<file path="config.mk">
export PLATFORM = sky130hd
export DESIGN_NAME = mccm_queue
export DESIGN_NICKNAME = d
export VERILOG_FILES = /design/src/sv/mccm_pkg.sv /design/src/sv/mccm_queue.sv
export SDC_FILE = /design/constraint.sdc
export NUM_CORES = 1
export LEC_CHECK = 0
export ABC_AREA = 1
export BUFFER_PORTS_ARGS = -buffer_cell sky130_fd_sc_hd__buf_2
export CORE_ASPECT_RATIO = 0.75
export CORE_UTILIZATION = 25
export CTS_CLUSTER_SIZE = 20
export DETAILED_ROUTE_END_ITERATION = 7
export GPL_ROUTABILITY_DRIVEN = 1
export PLACE_DENSITY_LB_ADDON = 0.08
export SYNTH_ARGS = -nofsm -noshare
export SYNTH_HDL_FRONTEND = slang
export SYNTH_SLANG_ARGS = --single-unit
</file>
<file path="constraint.sdc">
create_clock -name clock -period 5.3 [get_ports clock]
set_clock_uncertainty 0.15 [all_clocks]
set_input_delay 0.265 -clock clock [delete_from_list [all_inputs] [get_ports clock]]
set_output_delay 0.265 -clock clock [all_outputs]
set_load 0.01 [all_outputs]
</file>
<file path="src/sv/mccm_pkg.sv">
// shared types and constants of the convergence monitor
package mccm_pkg;

   localparam int MAX_RESULTS = 16;
   localparam int PASS_BITS   = 20;

   localparam int EL_W   = (MAX_RESULTS > 1) ? $clog2(MAX_RESULTS) : 1;
   localparam int CNT_W  = ($clog2(MAX_RESULTS + 1) > 5) ? $clog2(MAX_RESULTS + 1) : 5;
   localparam int EST_W  = 25;
   localparam int SUM_W  = 45;
   localparam int NZ_W   = 20;
   localparam int TOL_W  = 24;
   localparam int CF_W   = 16;
   localparam int ACC_W  = 16;
   localparam int BR_W   = 20;
   localparam int IDX_W  = 4;
   localparam int PCO_W  = 20;
   localparam int DVD_W  = 45;
   localparam int DVS_W  = (PASS_BITS > EST_W) ? PASS_BITS : EST_W;
   localparam int SQ_W   = 49;
   localparam int PROD_W = 2 * EST_W;
   localparam int CSR_IDX_W  = 2;
   localparam int CSR_DATA_W = 20;
   localparam int QDEPTH = 2;

   localparam logic [EST_W-1:0]     ONE_Q24   = EST_W'(25'd16777216);
   localparam logic [SUM_W-1:0]     SUM_MAX   = {SUM_W{1'b1}};
   localparam logic [NZ_W-1:0]      NZ_MAX    = {NZ_W{1'b1}};
   localparam logic [PASS_BITS-1:0] PASS_MAX  = {PASS_BITS{1'b1}};
   localparam logic [TOL_W-1:0]     TOL_MAX   = {TOL_W{1'b1}};
   localparam logic [PASS_BITS-1:0] PASS_TARGET = PASS_BITS'(128);

   localparam logic [CSR_IDX_W-1:0] REG_RESULT_COUNT = 2'd0;
   localparam logic [CSR_IDX_W-1:0] REG_CONFIDENCE   = 2'd1;
   localparam logic [CSR_IDX_W-1:0] REG_ACCURACY     = 2'd2;
   localparam logic [CSR_IDX_W-1:0] REG_BAILOUT      = 2'd3;

   localparam logic ACT_CLEAR = 1'b0;
   localparam logic ACT_ADD   = 1'b1;

   typedef struct packed {
      logic             action;
      logic [EST_W-1:0] estimate_value;
   } req_type;

   typedef struct packed {
      logic                  valid;
      logic [CSR_IDX_W-1:0]  index;
      logic [CSR_DATA_W-1:0] data;
   } csr_wr_type;

   typedef struct packed {
      logic [IDX_W-1:0] element_index;
      logic [EST_W-1:0] mean_value;
      logic [TOL_W-1:0] relative_tolerance;
      logic             tolerance_valid;
      logic [TOL_W-1:0] worst_tolerance;
      logic [PCO_W-1:0] pass_count;
      logic             pass_done;
      logic             target_met;
   } rsp_type;

   typedef enum logic [3:0] {
      ST_IDLE, ST_SQR, ST_ACC, ST_DMEAN, ST_MSQ, ST_DEX2, ST_DVAR,
      ST_SQRT, ST_TMUL, ST_TSTART, ST_DTOL, ST_FIN, ST_EMIT
   } state_type;

endpackage

</file>
<file path="src/sv/mccm_queue.sv">
// front end: input item queue between the request channel and the back end
module mccm_queue (
   input  logic             clock,
   input  logic             reset,
   input  logic             push_valid,
   output logic             push_ready,
   input  mccm_pkg::req_type push_item,
   output logic             pop_valid,
   input  logic             pop,
   output mccm_pkg::req_type pop_item
);
   import mccm_pkg::*;

   localparam int PTR_W = (QDEPTH > 1) ? $clog2(QDEPTH) : 1;
   localparam int FILL_W = $clog2(QDEPTH + 1);

   req_type             mem_ff [QDEPTH];
   logic [PTR_W-1:0]    wr_ff, wr_in, rd_ff, rd_in;
   logic [FILL_W-1:0]   fill_ff, fill_in;
   logic                do_push, do_pop;

   assign push_ready = (fill_ff != FILL_W'(QDEPTH));
   assign pop_valid  = (fill_ff != '0);
   assign pop_item   = mem_ff[rd_ff];
   assign do_push    = push_valid && push_ready;
   assign do_pop     = pop && pop_valid;

   always_comb begin
      wr_in   = wr_ff;
      rd_in   = rd_ff;
      fill_in = fill_ff;
      if (do_push) begin
         wr_in = (wr_ff == PTR_W'(QDEPTH - 1)) ? '0 : wr_ff + 1'b1;
      end
      if (do_pop) begin
         rd_in = (rd_ff == PTR_W'(QDEPTH - 1)) ? '0 : rd_ff + 1'b1;
      end
      if (do_push && !do_pop) begin
         fill_in = fill_ff + 1'b1;
      end else if (do_pop && !do_push) begin
         fill_in = fill_ff - 1'b1;
      end
   end

   always_ff @(posedge clock) begin
      if (reset) begin
         wr_ff   <= '0;
         rd_ff   <= '0;
         fill_ff <= '0;
      end else begin
         wr_ff   <= wr_in;
         rd_ff   <= rd_in;
         fill_ff <= fill_in;
      end
   end

   always_ff @(posedge clock) begin
      if (do_push) begin
         mem_ff[wr_ff] <= push_item;
      end
   end

endmodule

</file>
Word level (Yosys, flattened, before mapping):

Memories as Yosys holds them, arrays and structs flattened. A register that Yosys moved wholly into a read port is not among the register bits.
Index checks and enable logic that the tools add are counted.

* output and inout bits: 28
* memories: 1
* bits of input ports: 30
* RAM bits: 52
* word-level logic and storage cells: 25
* register bits: 4

Memory list
* mem_ff: depth 2, width 26, rd ports 1, clocked after Yosys merged registers in 1, write ports 1, line mccm_queue.sv:17 `req_type mem_ff [QDEPTH];`

* add/sub/neg operators: 4
* mux-type cells: 8
* reductions and logical operators: 8
* eq/ne operators: 1

Operators with widths (number)
* $mux W1: 6
* $logic_and A1 B1 Y1: 4
* $mux W2: 2
* $reduce_bool A2 Y1: 2
* $add A1 B1 Y1 const B: 2
* $add A2 B1 Y2 const B: 1
* $logic_not A1 Y1: 2
* $ne A2 B2 Y1 const B: 1
* $sub A2 B1 Y2 const B: 1

Logic depth before layout (Yosys ltp):

Gate-level depths: netlist (run 1).

* depth in word-level cells: 6
* mapped depth: 11
* gate-level depth less buffers: 11

Worst setup path before layout (run 1):

Ideal clock, no wire load.

* path kind: reg2reg
* start: register fill_ff[0]
* end: memory mem_ff[1][0] (netlist name), enable pin
* setup time: 409 ps
* cell stages (with the launch flop): 5
* arrival: 1718 ps
* buffers on the path: 0
* data required time: 4741 ps
* setup slack: 3024 ps
* period minus slack after synthesis: 2276 ps
* cells stage by stage: dfxtp_1 > inv_1 > nand2_1 > nand2_1 > nor2_1

* longest elaborated chain between the ends: 4

RTL lines
* start, declared: line mccm_queue.sv:19 `logic [FILL_W-1:0] fill_ff, fill_in;`
* start signal, assigned: line mccm_queue.sv:53 `fill_ff <= fill_in;`
* $ne A2 B2 Y1: line mccm_queue.sv:22 `assign push_ready = (fill_ff != FILL_W'(QDEPTH));`
* net push_ready: line mccm_queue.sv:6 `output logic push_ready,`
* $logic_and A1 B1 Y1: line mccm_queue.sv:25 `assign do_push = push_valid && push_ready;`
* $mux W1: line mccm_queue.sv:58 `if (do_push) begin`
* $mux W1 (not written as such): line mccm_queue.sv:59 `mem_ff[wr_ff] <= push_item;`
* end, declared: line mccm_queue.sv:17

The timed path passes the listed nets, and every way through them passes these cells.

==> reports/metrics.cfg, run 1 <==
[global_route]
grt_max_degree = 27
grt_pass1_wl_um = 6560
grt_antenna_before_repair = 0
overflow = 0
first_global_vias = 1369
grt_use_total_pct = 9.67

[layout]
areaGrowthSynthToFinish_pct = 43.3
n_fill_cell = 808
final_cell_mix = 57 x buf_2, 52 x edfxtp_1, 26 x dlygate4sd3_1
final_common_cell = buf_2
utilization_pct = 37.3
layout-drive-gt1-share_pct = 46.8
design_area_mm2 = 0.00318
nets = 242
antenna_cells = 0
layoutNonFillerInstCount = 324
multi_input_area_um2 = 482
regArea_mm2 = 0.00166

[floorplanning]
core_area_mm2 = 0.00853
initial_core_util_pct = 26.0
num_rows = 29
dieArea_mm2 = 0.00926
die_w_um = 111
pin_count = 58
die_h_um = 83.6

[placement]
post-dp-hpwl_um = 2770
port_buffers = 57
place_inst = 282
placed_cell_area_mm2 = 0.00261
globalplace.congestion = 0.663

[clock_network]
cts_tree = built
cts_setup_buffers = 0
root_buffer = clkbuf_16
clk_pin_slew_worst_paths_ps = 50
cts_sinks = 57
insertion_delay_ps = 320
cts_buffers = 9
clk_path_buf_depth = 2
h-tree-depth = 3

[synth]
synth.distinct_cells = 14
ys_ff_latch = 57
synth_cells = 118
ys_seq_area_share_pct = 74.9
syn-cell-area_mm2 = 0.00222
syn-num-nets = 149
avgSynthCellArea_um2 = 18.8
yosysWarnings = 0

[route]
vias = 1294
viasPerCell = 3.99
drtIter0Drc = 29
ant_nets = 0
drc = 0
m1WireLength_um = 1710
avgRoutedWirePerCell_um = 12.6
first_pass_iters = 4
wl_um = 4080
wl_met3_um = 298
topRoutingLayerUsed = met4
dr_wl_met2_um = 2000

[status]
run_status = finished, final reports clean

[sta]
fin_setup_tns_ps = 0
worstMarginPinSlew_ps = 868
setup_viol = 0
max_freq_mhz = 450
finalMaxSlewViolations = 0
min_period_ps = 2220
rsz0062_at_grt = false
fin_crit_sh_pct = 41.9
hold_violations = 0
slew_headroom_pct = 42.1

[pwr]
irDropWorstVdd_uv = 178
power_mw = 1.53
p_leak_nw = 1.28
power.density_mw_per_mm2 = 480

[setup_path]
cp.required_ps = 4890
start_kind = register
crit_path_end_kind = output port
arrival_ps = 1810
worstSetupPathType = reg -> out
path_max_fanout = 26

[flow_run]
cap_violations = 0

[min_path]
hp-class = in -> reg

==> report_power, final <==
| part | internal (mW) | switching, mW | total [mW] |
|---|---|---|---|
| Sequential | 0.572 | 0.0482 | 0.620 |
| Combinational | 0.171 | 0.153 | 0.325 |
| Clock | 0.405 | 0.177 | 0.581 |
==> cells in the mapped netlist <==
cell      count  area share, %
mux2_4       20             14
edfxtp_1     52             70
buf_6         1           0.51
buf_12        2            1.8
inv_1         8            1.4
nand4_1       1           0.28
ha_1          1           0.56
a21oi_1       2           0.45
nand2_1       9            1.5
dfxtp_1       5            4.5
nand3_1       2           0.45
mux2_2        6            3.0
o21ai_0       2           0.45
nor2_1        7            1.2
==> per-layer routing <==
layer  track usage, %  vias to the layer above
li1                 -                      625
met1             10.3                      620
met2             15.6                       43
met3             5.37                        6
met4             4.73                        0
met5                0                        -
==> worst max-delay path, stage by stage (launching register included) <==
cell and delay (ps):
dfxtp_2 890, mux2_2 440, buf_2 150
==> stage by stage <==
step / hold slack [ps] / worst slack (ps)
after floorplan: 214 / 3020
after global placement: 305 / 3360
after detailed placement: 309 / 3320
after CTS: 1.46 / 3000
after global routing: 81.2 / 2950
final: 84.6 / 3080
==> worst paths after layout <==
kind | start | to | slack [ps] | cells after the start
max | register | pop_item[11] | 3080 | 2
min | reset | fill_ff[1] | 80 | 4
max reg2reg | fill_ff[0] | mem_ff[1][4] | 3320 | 5
min reg2reg | rd_ff | register | 360 | 2
==> flip-flops by register name, indices dropped and copies added (netlist names), named ones only <==
signal / cells
wr_ff: 1
rd_ff: 1
fill_ff: 2
mem_ff: 52
==> timing repair <==
action | in CTS | in global routing
gates resized for setup | 0 | 0
hold buffers | 25 | 1
endpoints found under the hold margin | 50 | 2
==> cells by family (layout without fill, tap and decap cells) <==
| family | Yosys count | count (layout) | synth area share, % |
|---|---|---|---|
| flops | 57 | 57 | 74.9 |
| mux | 26 | 26 | 16.6 |
| simple gates | 19 | 19 | 3.44 |
| buf+inv | 11 | 109 | 3.66 |
| compound gates | 4 | 4 | 0.902 |
| fa+ha+maj | 1 | 1 | 0.564 |
==> layout make-up <==
| cell class | instances | share of cell area [%] |
|---|---|---|
| repair buffers | 85 | 17.6 |
| multi-input cells | 50 | 15.1 |
| well taps | 108 | 4.25 |
| clock buffers | 9 | 7.08 |
| clock inverters | 7 | 2.68 |
| inverters | 8 | 0.944 |
| flip-flops and latches | 57 | 52.3 |
No activity file was read; power rests on OpenSTA's default activity.
==> inputs of run 2 (changes only) <==
- clock period: 5.3 -> 2.26 ns (I/O delays scaled with it)
==> reports/metrics.cfg, run 2 (synthesis gave the netlist of run 1 again) <==
[setup_path]
crit_path_end_kind = output port
r2r_end = fill_ff[1]
arrival_ps = 1560  ; -250 ps
cp.required_ps = 2000  ; -2890 ps
r2r_start = fill_ff[0]
path_max_fanout = 20  ; -23%
worstSetupPathType = reg -> out
ff2ff_path_depth = 10  ; +5
ff2ff_setup_slack_ps = 610  ; -2710 ps
start_kind = register

[sta]
rsz0062_at_grt = false
finalMaxSlewViolations = 0  ; unchanged
setup_viol = 0  ; unchanged
worstMarginPinSlew_ps = 379  ; -489 ps
hold_violations = 0  ; unchanged
min_period_ps = 1820
max_freq_mhz = 550
hold_slack_ps = 99.7  ; +15.2 ps
fin_crit_sh_pct = 80.5
slew_headroom_pct = 74.7  ; +33 points

[pwr]
p_int_mw = 2.60  ; +130%
power.density_mw_per_mm2 = 1100  ; +130%
power_mw = 3.50  ; +130%
power_frac_seq_pct = 40.1  ; -0.5 points
combPwrFrac_pct = 24.0  ; +2.7 points
p_clk_share_pct = 35.9  ; -2.2 points
swShare_pct = 25.8  ; +1.0 points
switchingPower_uw = 904  ; +140%
p_leak_nw = 1.28  ; about the same
irDropWorstVdd_uv = 381  ; +110%

[min_path]
hp-start = push_valid
worst_hold_path.endpoint = wr_ff
holdPathStages = 5  ; +1
hp-class = in -> reg

[placement]
placed_cell_area_mm2 = 0.00263  ; +0.77%
globalplace.congestion = 0.660  ; -0.54%
post-dp-hpwl_um = 2750  ; -0.89%
place_inst = 283  ; +0.35%
port_buffers = 57  ; unchanged

[layout]
layout-drive-gt1-share_pct = 47.0  ; +0.27 points
largest_registers = mem_ff x52, fill_ff x2
antenna_cells = 0  ; unchanged
layoutNonFillerInstCount = 327  ; +0.93%
final_common_cell = buf_2
final_cell_mix = 57 x buf_2, 52 x edfxtp_1, 28 x dlygate4sd3_1
nets = 245  ; +1.2%
design_area_mm2 = 0.00320  ; +0.55%
largest_register_ffs = 52  ; unchanged
areaGrowthSynthToFinish_pct = 44.1
max_flop_register = mem_ff

[clock_network]
clk_pin_slew_worst_paths_ps = 50  ; about the same
cts_tree = built
holdBufCountCts = 28  ; +12%
h-tree-depth = 3  ; unchanged
cts_sinks = 57  ; unchanged
insertion_delay_ps = 320  ; about the same
cts_setup_buffers = 0  ; unchanged
cts.repair.resized = 0  ; unchanged
cts_buffers = 9  ; unchanged
clk_path_buf_depth = 2  ; unchanged
root_buffer = clkbuf_16

[route]
drtIter0Drc = 30  ; +3.4%
drc = 0  ; unchanged
vias = 1282  ; -0.93%
viasPerCell = 3.92  ; -1.8%
ant_nets = 0  ; unchanged
first_pass_iters = 4  ; unchanged
avgRoutedWirePerCell_um = 12.5  ; -0.99%
wl_um = 4080  ; about the same

[global_route]
busiest_layer = met2
grt_use_total_pct = 9.52  ; -0.15 points
grt_antenna_before_repair = 0  ; unchanged
grt_pass1_wl_um = 6360  ; -3.0%
met3_usage_pct = 5.37  ; unchanged
grt_util_met2_pct = 15.0  ; -0.56 points
first_global_vias = 1350  ; -1.4%
overflow = 0  ; unchanged
grt_max_degree = 27  ; unchanged
use_met1_pct = 10.6  ; +0.31 points

[floorplanning]
num_rows = 29  ; unchanged
initial_core_util_pct = 26.0  ; unchanged
die_h_um = 83.6  ; unchanged
pin_count = 58  ; unchanged
die_w_um = 111  ; unchanged
dieArea_mm2 = 0.00926  ; unchanged
core_area_mm2 = 0.00853  ; unchanged

[status]
run_status = finished, final reports clean

[flow_run]
cap_violations = 0  ; unchanged

[run 2: cell count changes in the layout (fill, tap and decap cells not counted)]
| cell | previous run | this run |
|---|---|---|
| clkinvlp_4 | 0 | 2 |
| clkinv_4 | 1 | 0 |
| buf_12 | 0 | 1 |
| clkinv_1 | 3 | 1 |
| clkinv_2 | 1 | 2 |
| bufinv_16 | 2 | 1 |
| clkbuf_1 | 0 | 1 |
| dlygate4sd3_1 | 26 | 28 |
[run 2: power by group through the flow]
| stage | clock, mW | sequential (mW) | combinational (mW) |
|---|---|---|---|
| 6_report | 1.26 | 1.41 | 0.840 |
| 3_5_place_dp | 0 | 1.43 | 0.821 |
| 5_1_grt | 1.35 | 1.42 | 0.919 |
| 3_3_place_gp | 0 | 1.42 | 0.802 |
| 4_1_cts | 1.30 | 1.41 | 0.860 |
| 2_1_floorplan | 0 | 1.40 | 0.582 |
[run 2: metrics by stage]
| stage | setup TNS [ps] | setup WS [ps] | util [%] |
|---|---|---|---|
| after global routing | 0 | 364 | 37.5 |
| after global placement | 0 | 750 | 30.8 |
| after floorplan | -857 | -16.5 | - |
| after detailed placement | 0 | 620 | 30.8 |
| after CTS | 0 | 405 | 37.5 |
| final | 0 | 440 | 37.5 |
[run 2: cell type report]
class                           count  area (um2)
Sequential cell                    57        1660
Clock inverter                      6        58.8
Multi-Input combinational cell     50         482
Fill cell                         812        5330
Tap cell                          108         135
Inverter                            8        30.0
Clock buffer                       10         229
Timing Repair Buffer               88         601
[run 2: worst max-delay path, cell delays in order (launching register included)]
cell and delay [ps]:
dfxtp_2 490, buf_12 240, mux2_2 370, buf_2 140
[run 2: layer usage]
metal  vias up  part of all wire [%]  routed length (um)
li1        628                     -                   -
met1       609                    45                1830
met2        43                    48                1970
met3         2                   6.1                 247
met4         0                  0.86                  35
met5         -                     0                   0
[run 2: how the worst max path moves through the flow]
stage	start	to	slack [ps]	cells after the start
after global placement	fill_ff[0]	mem_ff[0][3]	750	5
final	register	pop_item[12]	440	3
after CTS	register	pop_item[12]	400	3
after floorplan	fill_ff[0]	mem_ff[1][0]	-20	4
after global routing	register	pop_item[10]	360	3
after detailed placement	fill_ff[0]	fill_ff[1]	620	10
